--- config.mk ---
export PLATFORM = sky130hd
export DESIGN_NAME = linear_color_space_converter_core
export DESIGN_NICKNAME = d
export VERILOG_FILES = /design/src/hw/rtl/lcsc_pkg.sv /design/src/hw/rtl/linear_color_space_converter_core.sv /design/src/hw/rtl/lcsc_regs.sv /design/src/hw/rtl/lcsc_channel.sv
export SDC_FILE = /design/constraint.sdc
export NUM_CORES = 2
export LEC_CHECK = 0
export BUFFER_PORTS_ARGS = -buffer_cell sky130_fd_sc_hd__buf_4
export CORE_MARGIN = 8
export CORE_UTILIZATION = 42
export CTS_BUF_LIST = sky130_fd_sc_hd__clkbuf_8
export CTS_CLUSTER_SIZE = 25
export DETAILED_ROUTE_END_ITERATION = 6
export PLACE_DENSITY = 0.57
export SYNTH_ARGS = -nofsm -noshare
export SYNTH_HDL_FRONTEND = slang
export SYNTH_SLANG_ARGS = --single-unit
export TNS_END_PERCENT = 1
--- constraint.sdc ---
create_clock -name clk -period 11.3 [get_ports clk]
set_clock_uncertainty 0.1 [all_clocks]
set_input_delay 1.13 -clock clk [delete_from_list [all_inputs] [get_ports clk]]
set_output_delay 1.13 -clock clk [all_outputs]
set_load 0.05 [all_outputs]
--- src/hw/rtl/lcsc_pkg.sv ---
// ----------------------------------------------------------------------------
// Linear color space converter package
// Shared widths, register and space codes, fixed-point coefficients and the
// decoder that turns a space selection into one coefficient set per channel.
// ----------------------------------------------------------------------------
package lcsc_pkg;

    // Fixed-point format of the coefficients.
    localparam int COEF_FRAC_BITS = 14;
    localparam int COEF_W         = COEF_FRAC_BITS + 2;   // holds +/- 1.0
    localparam int OPND_W         = 10;                   // -255..255 and 0..255
    localparam int PROD_W         = COEF_W + OPND_W;
    localparam int SUM_W          = COEF_FRAC_BITS + 13;
    localparam int INT_W          = SUM_W - COEF_FRAC_BITS;
    localparam int K_W            = COEF_FRAC_BITS + 10;

    // Configuration port.
    localparam int DATA_W      = 32;
    localparam int ADDR_W      = 3;
    localparam int REG_IDX_BIT = 2;
    localparam int SEL_W       = 3;

    typedef enum logic [0:0] {
        REG_SPACE_SELECT = 1'b0,
        REG_DIRECTION    = 1'b1
    } reg_idx_t;

    typedef enum logic [SEL_W-1:0] {
        SPACE_PASS  = 3'd0,
        SPACE_CMY   = 3'd1,
        SPACE_RGGBG = 3'd2,
        SPACE_YUV   = 3'd3,
        SPACE_YDBDR = 3'd4,
        SPACE_YCBCR = 3'd5,
        SPACE_OHTA  = 3'd6
    } space_t;

    typedef logic signed [COEF_W-1:0] coef_t;
    typedef logic signed [OPND_W-1:0] opnd_t;
    typedef logic signed [PROD_W-1:0] prod_t;
    typedef logic signed [SUM_W-1:0]  sum_t;
    typedef logic signed [INT_W-1:0]  whole_t;
    typedef logic signed [K_W-1:0]    k_t;

    typedef struct packed {
        k_t    k;
        coef_t c0;
        coef_t c1;
        coef_t c2;
        logic  add_one;
        logic  wrap;
    } chan_cfg_t;

    typedef struct packed {
        logic      use_diff;
        chan_cfg_t ch0;
        chan_cfg_t ch1;
        chan_cfg_t ch2;
    } mode_cfg_t;

    // Scale factors.
    localparam longint ONE_L      = longint'(1) << COEF_FRAC_BITS;
    localparam longint HALF_OFF   = longint'(255) << (COEF_FRAC_BITS - 1);
    localparam longint FULL_OFF   = longint'(255) << COEF_FRAC_BITS;
    localparam sum_t   TRUNC_BIAS = sum_t'(ONE_L - 1);

    // Denominators of the decimal coefficients.
    localparam longint D_MILLI = 64'sd1000;
    localparam longint D_MICRO = 64'sd1000000;
    localparam longint D_YUV_U = 64'sd872000;
    localparam longint D_YUV_V = 64'sd1230000;
    localparam longint D_YUV_B = 64'sd100000000;
    localparam longint D_DB    = 64'sd2666;
    localparam longint D_YDB_B = 64'sd1000000000000;
    localparam longint D_YCC   = 64'sd10000000;
    localparam longint D_OHTA  = 64'sd100000;

    // Each coefficient is rounded half away from zero to the fixed-point grid.
    localparam longint Y_R = (64'sd299 * ONE_L + D_MILLI / 2) / D_MILLI;
    localparam longint Y_G = (64'sd587 * ONE_L + D_MILLI / 2) / D_MILLI;
    localparam longint Y_B = (64'sd114 * ONE_L + D_MILLI / 2) / D_MILLI;

    localparam longint YUV_U_R = -((64'sd147130 * ONE_L + D_YUV_U / 2) / D_YUV_U);
    localparam longint YUV_U_G = -((64'sd288860 * ONE_L + D_YUV_U / 2) / D_YUV_U);
    localparam longint YUV_U_B = (64'sd436000 * ONE_L + D_YUV_U / 2) / D_YUV_U;
    localparam longint YUV_V_R = (64'sd615000 * ONE_L + D_YUV_V / 2) / D_YUV_V;
    localparam longint YUV_V_G = -((64'sd514990 * ONE_L + D_YUV_V / 2) / D_YUV_V);
    localparam longint YUV_V_B = -((64'sd100010 * ONE_L + D_YUV_V / 2) / D_YUV_V);

    localparam longint YUVB_R_V = (64'sd113983 * 615 * ONE_L + D_YUV_B / 2) / D_YUV_B;
    localparam longint YUVB_G_U = -((64'sd39465 * 436 * ONE_L + D_YUV_B / 2) / D_YUV_B);
    localparam longint YUVB_G_V = -((64'sd58060 * 615 * ONE_L + D_YUV_B / 2) / D_YUV_B);
    localparam longint YUVB_B_U = (64'sd203211 * 436 * ONE_L + D_YUV_B / 2) / D_YUV_B;

    localparam longint YDB_DB_R = -((64'sd450 * ONE_L + D_DB / 2) / D_DB);
    localparam longint YDB_DB_G = -((64'sd883 * ONE_L + D_DB / 2) / D_DB);
    localparam longint YDB_DB_B = (64'sd1333 * ONE_L + D_DB / 2) / D_DB;
    localparam longint YDB_DR_R = -((64'sd1333 * ONE_L + D_DB / 2) / D_DB);
    localparam longint YDB_DR_G = (64'sd1116 * ONE_L + D_DB / 2) / D_DB;
    localparam longint YDB_DR_B = (64'sd217 * ONE_L + D_DB / 2) / D_DB;

    localparam longint YDBB_R_B =
        (64'sd92304 * 1333 * ONE_L + D_YDB_B / 2) / D_YDB_B;
    localparam longint YDBB_R_R =
        -((64'sd525912631 * 1333 * ONE_L + D_YDB_B / 2) / D_YDB_B);
    localparam longint YDBB_G_B =
        -((64'sd129132899 * 1333 * ONE_L + D_YDB_B / 2) / D_YDB_B);
    localparam longint YDBB_G_R =
        (64'sd267899328 * 1333 * ONE_L + D_YDB_B / 2) / D_YDB_B;
    localparam longint YDBB_B_B =
        (64'sd664679060 * 1333 * ONE_L + D_YDB_B / 2) / D_YDB_B;
    localparam longint YDBB_B_R =
        -((64'sd79203 * 1333 * ONE_L + D_YDB_B / 2) / D_YDB_B);

    localparam longint YCC_Y_R  = (64'sd2988390 * ONE_L + D_YCC / 2) / D_YCC;
    localparam longint YCC_Y_G  = (64'sd5868110 * ONE_L + D_YCC / 2) / D_YCC;
    localparam longint YCC_Y_B  = (64'sd1143500 * ONE_L + D_YCC / 2) / D_YCC;
    localparam longint YCC_CB_R = -((64'sd1687360 * ONE_L + D_YCC / 2) / D_YCC);
    localparam longint YCC_CB_G = -((64'sd3312640 * ONE_L + D_YCC / 2) / D_YCC);
    localparam longint YCC_CB_B = (64'sd5000000 * ONE_L + D_YCC / 2) / D_YCC;
    localparam longint YCC_CR_R = (64'sd5000000 * ONE_L + D_YCC / 2) / D_YCC;
    localparam longint YCC_CR_G = -((64'sd4186880 * ONE_L + D_YCC / 2) / D_YCC);
    localparam longint YCC_CR_B = -((64'sd813120 * ONE_L + D_YCC / 2) / D_YCC);

    localparam longint YCCB_R_CR = (64'sd701 * ONE_L + D_MILLI / 2) / D_MILLI;
    localparam longint YCCB_G_CB = -((64'sd172068 * ONE_L + D_MICRO / 2) / D_MICRO);
    localparam longint YCCB_G_CR = -((64'sd357068 * ONE_L + D_MICRO / 2) / D_MICRO);
    localparam longint YCCB_B_CB = (64'sd886 * ONE_L + D_MILLI / 2) / D_MILLI;

    localparam longint OHTA_I1_RB = (64'sd33333 * ONE_L + D_OHTA / 2) / D_OHTA;
    localparam longint OHTA_I1_G  = (64'sd33334 * ONE_L + D_OHTA / 2) / D_OHTA;
    localparam longint OHTA_HALF  = (ONE_L + 1) / 2;
    localparam longint OHTA_QUART = (ONE_L + 2) / 4;
    localparam longint OHTAB_D3   = -((64'sd33334 * ONE_L + D_OHTA / 2) / D_OHTA);
    localparam longint OHTAB_G_D3 = (64'sd666665 * ONE_L + D_MICRO / 2) / D_MICRO;

    function automatic chan_cfg_t make_chan(
        input longint k,
        input longint c0,
        input longint c1,
        input longint c2,
        input logic   add_one,
        input logic   wrap
    );
        chan_cfg_t cc;
        cc.k       = k_t'(k);
        cc.c0      = coef_t'(c0);
        cc.c1      = coef_t'(c1);
        cc.c2      = coef_t'(c2);
        cc.add_one = add_one;
        cc.wrap    = wrap;
        return cc;
    endfunction

    // Coefficient set for a space and direction. Unused codes pass through.
    function automatic mode_cfg_t mode_cfg(
        input logic [SEL_W-1:0] sel,
        input logic             back
    );
        mode_cfg_t m;
        longint    rg;
        m.use_diff = 1'b0;
        m.ch0      = make_chan(0, ONE_L, 0, 0, 1'b0, 1'b0);
        m.ch1      = make_chan(0, 0, ONE_L, 0, 1'b0, 1'b0);
        m.ch2      = make_chan(0, 0, 0, ONE_L, 1'b0, 1'b0);
        rg         = back ? ONE_L : -ONE_L;
        unique case (space_t'(sel))
            SPACE_PASS:
            begin
                m.use_diff = 1'b0;
            end
            SPACE_CMY:
            begin
                m.ch0 = make_chan(FULL_OFF, -ONE_L, 0, 0, 1'b0, 1'b0);
                m.ch1 = make_chan(FULL_OFF, 0, -ONE_L, 0, 1'b0, 1'b0);
                m.ch2 = make_chan(FULL_OFF, 0, 0, -ONE_L, 1'b0, 1'b0);
            end
            SPACE_RGGBG:
            begin
                m.ch0 = make_chan(0, ONE_L, rg, 0, 1'b0, 1'b1);
                m.ch2 = make_chan(0, 0, rg, ONE_L, 1'b0, 1'b1);
            end
            SPACE_YUV:
            begin
                if (!back)
                begin
                    m.ch0 = make_chan(0, Y_R, Y_G, Y_B, 1'b0, 1'b0);
                    m.ch1 = make_chan(HALF_OFF, YUV_U_R, YUV_U_G, YUV_U_B, 1'b0, 1'b0);
                    m.ch2 = make_chan(HALF_OFF, YUV_V_R, YUV_V_G, YUV_V_B, 1'b0, 1'b0);
                end
                else
                begin
                    m.use_diff = 1'b1;
                    m.ch0 = make_chan(0, ONE_L, 0, YUVB_R_V, 1'b0, 1'b0);
                    m.ch1 = make_chan(0, ONE_L, YUVB_G_U, YUVB_G_V, 1'b0, 1'b0);
                    m.ch2 = make_chan(0, ONE_L, YUVB_B_U, 0, 1'b0, 1'b0);
                end
            end
            SPACE_YDBDR:
            begin
                if (!back)
                begin
                    m.ch0 = make_chan(0, Y_R, Y_G, Y_B, 1'b0, 1'b0);
                    m.ch1 = make_chan(HALF_OFF, YDB_DB_R, YDB_DB_G, YDB_DB_B, 1'b0, 1'b0);
                    m.ch2 = make_chan(HALF_OFF, YDB_DR_R, YDB_DR_G, YDB_DR_B, 1'b0, 1'b0);
                end
                else
                begin
                    m.use_diff = 1'b1;
                    m.ch0 = make_chan(0, ONE_L, YDBB_R_B, YDBB_R_R, 1'b0, 1'b0);
                    m.ch1 = make_chan(0, ONE_L, YDBB_G_B, YDBB_G_R, 1'b0, 1'b0);
                    m.ch2 = make_chan(0, ONE_L, YDBB_B_B, YDBB_B_R, 1'b0, 1'b0);
                end
            end
            SPACE_YCBCR:
            begin
                if (!back)
                begin
                    m.ch0 = make_chan(0, YCC_Y_R, YCC_Y_G, YCC_Y_B, 1'b0, 1'b0);
                    m.ch1 = make_chan(HALF_OFF, YCC_CB_R, YCC_CB_G, YCC_CB_B, 1'b0, 1'b0);
                    m.ch2 = make_chan(HALF_OFF, YCC_CR_R, YCC_CR_G, YCC_CR_B, 1'b0, 1'b0);
                end
                else
                begin
                    m.use_diff = 1'b1;
                    m.ch0 = make_chan(0, ONE_L, 0, YCCB_R_CR, 1'b1, 1'b0);
                    m.ch1 = make_chan(0, ONE_L, YCCB_G_CB, YCCB_G_CR, 1'b0, 1'b0);
                    m.ch2 = make_chan(0, ONE_L, YCCB_B_CB, 0, 1'b1, 1'b0);
                end
            end
            SPACE_OHTA:
            begin
                if (!back)
                begin
                    m.ch0 = make_chan(0, OHTA_I1_RB, OHTA_I1_G, OHTA_I1_RB, 1'b0, 1'b0);
                    m.ch1 = make_chan(HALF_OFF, OHTA_HALF, 0, -OHTA_HALF, 1'b0, 1'b0);
                    m.ch2 = make_chan(HALF_OFF, -OHTA_QUART, OHTA_HALF, -OHTA_QUART,
                                      1'b0, 1'b0);
                end
                else
                begin
                    m.use_diff = 1'b1;
                    m.ch0 = make_chan(0, ONE_L, OHTA_HALF, OHTAB_D3, 1'b0, 1'b0);
                    m.ch1 = make_chan(0, ONE_L, 0, OHTAB_G_D3, 1'b0, 1'b0);
                    m.ch2 = make_chan(0, ONE_L, -OHTA_HALF, OHTAB_D3, 1'b0, 1'b0);
                end
            end
            default:
            begin
                m.use_diff = 1'b0;
            end
        endcase
        return m;
    endfunction

endpackage

--- src/hw/rtl/linear_color_space_converter_core.sv ---
// ----------------------------------------------------------------------------
// Linear color space converter core
// Converts one 8-bit three-channel pixel per clock between RGB and CMY,
// R-GGB-G, YUV, YDbDr, YCbCr or OHTA, in either direction; alpha is carried.
// ----------------------------------------------------------------------------
// Pipeline: a transaction passes the input, product and result registers in
// turn, and done is registered alongside the result.
// Throughput: one transaction per clock; busy is always low, since the
// three-stage pipeline never holds and results cannot be stalled.
// Reset: rst_n clears the pipeline valids and selects passthrough, RGB->space.
// ----------------------------------------------------------------------------
module linear_color_space_converter_core (
    input  logic                          clk,
    input  logic                          rst_n,
    // Configuration port
    input  logic                          psel,
    input  logic                          penable,
    input  logic                          pwrite,
    input  logic [lcsc_pkg::ADDR_W-1:0]   paddr,
    input  logic [lcsc_pkg::DATA_W-1:0]   pwdata,
    output logic [lcsc_pkg::DATA_W-1:0]   prdata,
    output logic                          pready,
    // Pixel input
    input  logic                          start,
    output logic                          busy,
    input  logic [7:0]                    chan_first,
    input  logic [7:0]                    chan_second,
    input  logic [7:0]                    chan_third,
    input  logic [7:0]                    alpha_in,
    // Pixel result
    output logic                          done,
    output logic [7:0]                    out_first,
    output logic [7:0]                    out_second,
    output logic [7:0]                    out_third,
    output logic [7:0]                    alpha_out
);

    lcsc_pkg::mode_cfg_t mode_cfg;

    // A transaction is taken whenever start is high; the pipeline never
    // has to push back.
    logic accept;
    assign busy   = 1'b0;
    assign accept = start && !busy;

    // Stage valids.
    logic v_in_reg;
    logic v_prod_reg;
    logic done_reg;

    // Input register.
    logic [7:0] a_reg;
    logic [7:0] b_reg;
    logic [7:0] c_reg;
    logic [7:0] alpha0_reg;
    logic [7:0] alpha1_reg;
    logic [7:0] alpha2_reg;

    lcsc_pkg::opnd_t x0;
    lcsc_pkg::opnd_t x1;
    lcsc_pkg::opnd_t x2;

    lcsc_regs u_regs (
        .clk      (clk),
        .rst_n    (rst_n),
        .psel     (psel),
        .penable  (penable),
        .pwrite   (pwrite),
        .paddr    (paddr),
        .pwdata   (pwdata),
        .prdata   (prdata),
        .pready   (pready),
        .mode_cfg (mode_cfg)
    );

    always_ff @(posedge clk or negedge rst_n)
    begin
        if (!rst_n)
        begin
            v_in_reg   <= 1'b0;
            v_prod_reg <= 1'b0;
            done_reg   <= 1'b0;
        end
        else
        begin
            v_in_reg   <= accept;
            v_prod_reg <= v_in_reg;
            done_reg   <= v_prod_reg;
        end
    end

    // Payload registers carry no reset; the valids above qualify them.
    always_ff @(posedge clk)
    begin
        if (accept)
        begin
            a_reg      <= chan_first;
            b_reg      <= chan_second;
            c_reg      <= chan_third;
            alpha0_reg <= alpha_in;
        end
        if (v_in_reg)
            alpha1_reg <= alpha0_reg;
        if (v_prod_reg)
            alpha2_reg <= alpha1_reg;
    end

    // Operands: the space->RGB linear modes work on the chroma channels as
    // 2x-255, centered on zero; everything else uses the raw bytes.
    assign x0 = lcsc_pkg::opnd_t'({2'b00, a_reg});
    assign x1 = mode_cfg.use_diff
              ? lcsc_pkg::opnd_t'({1'b0, b_reg, 1'b0}) - lcsc_pkg::opnd_t'(255)
              : lcsc_pkg::opnd_t'({2'b00, b_reg});
    assign x2 = mode_cfg.use_diff
              ? lcsc_pkg::opnd_t'({1'b0, c_reg, 1'b0}) - lcsc_pkg::opnd_t'(255)
              : lcsc_pkg::opnd_t'({2'b00, c_reg});

    // One channel unit per output; each holds its product and result stages.
    lcsc_channel u_ch0 (
        .clk     (clk),
        .en_prod (v_in_reg),
        .en_res  (v_prod_reg),
        .x0      (x0),
        .x1      (x1),
        .x2      (x2),
        .cfg     (mode_cfg.ch0),
        .res     (out_first)
    );

    lcsc_channel u_ch1 (
        .clk     (clk),
        .en_prod (v_in_reg),
        .en_res  (v_prod_reg),
        .x0      (x0),
        .x1      (x1),
        .x2      (x2),
        .cfg     (mode_cfg.ch1),
        .res     (out_second)
    );

    lcsc_channel u_ch2 (
        .clk     (clk),
        .en_prod (v_in_reg),
        .en_res  (v_prod_reg),
        .x0      (x0),
        .x1      (x1),
        .x2      (x2),
        .cfg     (mode_cfg.ch2),
        .res     (out_third)
    );

    assign done      = done_reg;
    assign alpha_out = alpha2_reg;

endmodule

--- src/hw/rtl/lcsc_regs.sv ---
// ----------------------------------------------------------------------------
// Configuration registers
// APB-style register file for the space selection and direction, plus a
// registered decode of the coefficient set used by the datapath.
// ----------------------------------------------------------------------------
module lcsc_regs (
    input  logic                             clk,
    input  logic                             rst_n,
    input  logic                             psel,
    input  logic                             penable,
    input  logic                             pwrite,
    input  logic [lcsc_pkg::ADDR_W-1:0]      paddr,
    input  logic [lcsc_pkg::DATA_W-1:0]      pwdata,
    output logic [lcsc_pkg::DATA_W-1:0]      prdata,
    output logic                             pready,
    output lcsc_pkg::mode_cfg_t              mode_cfg
);

    logic [lcsc_pkg::SEL_W-1:0] space_reg;
    logic [lcsc_pkg::SEL_W-1:0] space_next;
    logic                       dir_reg;
    logic                       dir_next;
    lcsc_pkg::mode_cfg_t        cfg_reg;
    lcsc_pkg::reg_idx_t         idx;
    logic                       wr_en;

    assign pready = 1'b1;
    assign wr_en  = psel && penable && pwrite && pready;
    assign idx    = lcsc_pkg::reg_idx_t'(paddr[lcsc_pkg::REG_IDX_BIT]);

    always_comb
    begin
        space_next = space_reg;
        dir_next   = dir_reg;
        if (wr_en)
        begin
            unique case (idx)
                lcsc_pkg::REG_SPACE_SELECT: space_next = pwdata[lcsc_pkg::SEL_W-1:0];
                lcsc_pkg::REG_DIRECTION:    dir_next   = pwdata[0];
                default:                    space_next = space_reg;
            endcase
        end
    end

    always_comb
    begin
        unique case (idx)
            lcsc_pkg::REG_SPACE_SELECT:
                prdata = {{(lcsc_pkg::DATA_W - lcsc_pkg::SEL_W){1'b0}}, space_reg};
            lcsc_pkg::REG_DIRECTION:
                prdata = {{(lcsc_pkg::DATA_W - 1){1'b0}}, dir_reg};
            default:
                prdata = '0;
        endcase
    end

    always_ff @(posedge clk or negedge rst_n)
    begin
        if (!rst_n)
        begin
            space_reg <= lcsc_pkg::SPACE_PASS;
            dir_reg   <= 1'b0;
            cfg_reg   <= lcsc_pkg::mode_cfg(lcsc_pkg::SPACE_PASS, 1'b0);
        end
        else
        begin
            space_reg <= space_next;
            dir_reg   <= dir_next;
            // The decode follows the registers in the next cycle.
            cfg_reg   <= lcsc_pkg::mode_cfg(space_reg, dir_reg);
        end
    end

    assign mode_cfg = cfg_reg;

endmodule

--- src/hw/rtl/lcsc_channel.sv ---
// ----------------------------------------------------------------------------
// Converter channel
// Three registered constant products, then offset, truncation toward zero,
// an optional increment and saturation (or byte wrap) into a registered 8-bit result.
// ----------------------------------------------------------------------------
module lcsc_channel (
    input  logic                 clk,
    input  logic                 en_prod,
    input  logic                 en_res,
    input  lcsc_pkg::opnd_t      x0,
    input  lcsc_pkg::opnd_t      x1,
    input  lcsc_pkg::opnd_t      x2,
    input  lcsc_pkg::chan_cfg_t  cfg,
    output logic [7:0]           res
);

    lcsc_pkg::prod_t  p0_reg;
    lcsc_pkg::prod_t  p1_reg;
    lcsc_pkg::prod_t  p2_reg;
    lcsc_pkg::prod_t  p0_next;
    lcsc_pkg::prod_t  p1_next;
    lcsc_pkg::prod_t  p2_next;
    lcsc_pkg::sum_t   sum;
    lcsc_pkg::sum_t   sum_adj;
    lcsc_pkg::whole_t whole;
    lcsc_pkg::whole_t whole_inc;
    logic [7:0]       res_reg;
    logic [7:0]       res_next;

    assign p0_next = lcsc_pkg::prod_t'(cfg.c0) * lcsc_pkg::prod_t'(x0);
    assign p1_next = lcsc_pkg::prod_t'(cfg.c1) * lcsc_pkg::prod_t'(x1);
    assign p2_next = lcsc_pkg::prod_t'(cfg.c2) * lcsc_pkg::prod_t'(x2);

    // Negative sums get a bias so the shift truncates toward zero.
    assign sum     = lcsc_pkg::sum_t'(cfg.k) + lcsc_pkg::sum_t'(p0_reg)
                   + lcsc_pkg::sum_t'(p1_reg) + lcsc_pkg::sum_t'(p2_reg);
    assign sum_adj = sum + (sum[lcsc_pkg::SUM_W-1] ? lcsc_pkg::TRUNC_BIAS : '0);
    assign whole   = sum_adj[lcsc_pkg::SUM_W-1:lcsc_pkg::COEF_FRAC_BITS];
    assign whole_inc = whole + $signed({{(lcsc_pkg::INT_W-1){1'b0}}, cfg.add_one});

    always_comb
    begin
        if (cfg.wrap)
            res_next = whole_inc[7:0];
        else if (whole_inc[lcsc_pkg::INT_W-1])
            res_next = 8'd0;
        else if (|whole_inc[lcsc_pkg::INT_W-2:8])
            res_next = 8'd255;
        else
            res_next = whole_inc[7:0];
    end

    always_ff @(posedge clk)
    begin
        if (en_prod)
        begin
            p0_reg <= p0_next;
            p1_reg <= p1_next;
            p2_reg <= p2_next;
        end
        if (en_res)
            res_reg <= res_next;
    end

    assign res = res_reg;

endmodule

==> results.sh <==
export IMPL_status="finished, final reports clean"
export IMPL_avgSynthCellArea_um2=10.1
export IMPL_portBuffers=77
export IMPL_cts_sinks=364
export IMPL_end_kind="flip-flop"
export IMPL_syn_cell_area_um2=59800
export IMPL_clkLatencyLatePin_ns=0.77
export IMPL_pin_count=140
export IMPL_ys_flop_type="edfxtp_1"
export IMPL_grt_usage_pct=18.8
export IMPL_holdBufCountCts=0
export IMPL_max_stage_delay_ns=0.64
export IMPL_drc=0
export IMPL_fin_tns_setup_ns=0
export IMPL_fin_nets=7767
export IMPL_critPathArrivalTime_ns=9.39
export IMPL_max_slew_margin_rel_pct=25.8
export IMPL_highest_layer="met5"
export IMPL_row_count=138
export IMPL_wl_um=143000
export IMPL_cp_max_fo=15
export IMPL_synth_top_area_cell="fa_1"
export IMPL_route_met2_wl_um=69000
export IMPL_syn_inst=5933
export IMPL_h_tree_depth=3
export IMPL_finalSetupViolCount=0
export IMPL_fmax_ghz=0.111
export IMPL_vias=39800
export IMPL_grt_max_degree=149
export IMPL_synth_edf_count=291
export IMPL_antenna_found_initial=7
export IMPL_path_clk_slew_ns=0.06
export IMPL_drt_pass1_iter_count=6
export IMPL_hold_violations=0
export IMPL_yosysWarningCount=0
export IMPL_async_flop_share_pct=20.1
export IMPL_required_ns=11.65
export IMPL_synth_seq_cells=364
export IMPL_fp_dieW_um=393
export IMPL_die_area_um2=155000
export IMPL_grt_pass1_vias=42600
export IMPL_hold_path_class="input pin to asynchronous set/reset pin"
export IMPL_drive_gt1_share_pct=4.66
export IMPL_synth_distinct_cells=94
export IMPL_rsz0062_at_grt="false"
export IMPL_dp_hpwl_um=118000
export IMPL_vias_per_cell=5.00
export IMPL_start_util_pct=42.3
export IMPL_area_delta_synth_final_pct=7.05
export IMPL_synth_area_top_cells="fa_1 34%, edfxtp_1 15%, ha_1 14%"
export IMPL_min_period_ns=9.04
export IMPL_grt_pass1_wl_um=234000
export IMPL_final_cell_mix="1,365 x inv_1, 1,004 x fa_1, 691 x ha_1"
export IMPL_path_class="flip-flop to flip-flop"
export IMPL_cts_tree="yes"
export IMPL_die_h_um=393
export IMPL_ant_nets=0
export IMPL_timing_final_crit_share_pct=80.0
export IMPL_drv_cap=0
export IMPL_cts_root_buffer="clkbuf_8"
export IMPL_drt_first_iter_violations=1949
export IMPL_wl_met3_um=5680
export IMPL_cp_start_kind="flip-flop"
export IMPL_postCtsSetupBuffers=0
export IMPL_clock_path_buffers=3
export IMPL_largest_reg_flops=66
export IMPL_final_common_cell="inv_1"
export IMPL_tightest_slew_ns=1.11
export IMPL_finalWeightedCongestion=0.858
export IMPL_yosys_area_top_type_share_pct=33.6
export IMPL_wl_met1_um=64600
export IMPL_ys_seq_area_share_pct=17.7
export IMPL_cpMaxStageDelayCell="o41ai_2"
export IMPL_cts_buffers=72
export IMPL_coreArea_um2=141000
export IMPL_wl_per_cell_um=17.9
export IMPL_ctsResizeCount=0
export IMPL_maxSlewViolCount=0
export IMPL_overflow=0
cells by family (layout without fill, tap and decap cells):
kind of cell               count (synthesis)  after routing  share of synthesized area [%]
AOI/OAI and AO/OA                        703            703                           7.84
xor gates and xnor gates                 322            322                           4.71
adders and majority gates               1696           1696                           48.1
buffers and inverters                   1482           1578                           9.53
DFF                                      364            364                           17.7
muxes                                     26             26                          0.519
other                                      2             36                         0.0126
and+or+nand+nor                         1338           1338                           11.7
per-stage QoR:
step	hold slack, ns	worst slack (ns)	instance area, um^2	util, %	std cells
final	0.207	2.26	64100	45.3	7953
after floorplan	0.300	3.27	59900	-	5962
after CTS	0.122	2.41	64000	45.3	7948
after detailed placement	0.305	2.46	62400	44.2	7815
after global placement	0.300	2.61	62400	44.2	7815
after global routing	0.147	1.58	64100	45.3	7952
final timing paths:
kind,slack (ns),start,end,cells after the start
setup / recovery,2.26,u_regs.mode_cfg[218]$_DFF_PN0_,u_ch0.res[4]$_DFFE_PP_,34
hold / removal,0.21,rst_n,u_regs.space_reg[2]$_DFFE_PN0P_,1
setup reg to reg,2.26,u_regs.mode_cfg[218]$_DFF_PN0_,u_ch0.res[4]$_DFFE_PP_,34
hold reg to reg,0.31,alpha1_reg[5]$_DFFE_PP_,alpha_out[5]$_DFFE_PP_,0
max in group asynchronous,9.66,rst_n,u_regs.mode_cfg[70]$_DFF_PN0_,2
min in group clk,0.31,alpha1_reg[5]$_DFFE_PP_,alpha_out[5]$_DFFE_PP_,0
synth_stat cells, types with 13 or more instances:
master    count
inv_1      1339
fa_1       1004
ha_1        691
and2_1      406
edfxtp_1    291
nand2_1     281
xnor2_1     251
nor2_1      241
a21oi_1     212
o21ai_0     123
nor2b_1      85
clkbuf_1     83
xor2_1       71
dfrtp_1      70
nor3_1       69
a21o_1       62
nand3_1      61
nand2b_1     46
o21bai_1     46
o21a_1       37
or3_1        37
and3_1       36
buf_4        32
a211oi_1     26
mux2_2       20
a31oi_1      16
o211ai_1     16
a221oi_1     15
buf_1        15
a21boi_0     13
nand4_1      13
o31ai_1      13
or2_2        13
layout make-up:
class                      instances  area, um^2
inverter                        1342        5040
fill                           13500       77400
antenna                            5        12.5
timing repair buffer             103         786
clock inverter                    49         444
sequential                       364       10600
multi-input combinational       4116       43700
tap                             1890        2360
clock buffer                      84        1160
per-layer routing:
metal  global-route usage [%]  vias up
met1                     25.3    20000
met5                        0        -
li1                         -    19000
met4                     4.29        2
met3                     2.68      161
met2                     32.2      700
critical path, delay by kind of cell, from the launching register on:
| family | cells | cell delay (ns) |
|---|---|---|
| AO/OA/AOI/OAI | 19 | 4.73 |
| adder cells (fa/ha/maj) | 5 | 1.70 |
| AND/OR/NAND/NOR | 6 | 1.30 |
| flip-flops | 1 | 0.41 |
| buffers and inverters | 3 | 0.38 |
| XOR/XNOR | 1 | 0.12 |
Power is left out: the tool's default activity adds up to more than one toggle a clock period on the data nets, which glitch-free logic cannot reach.
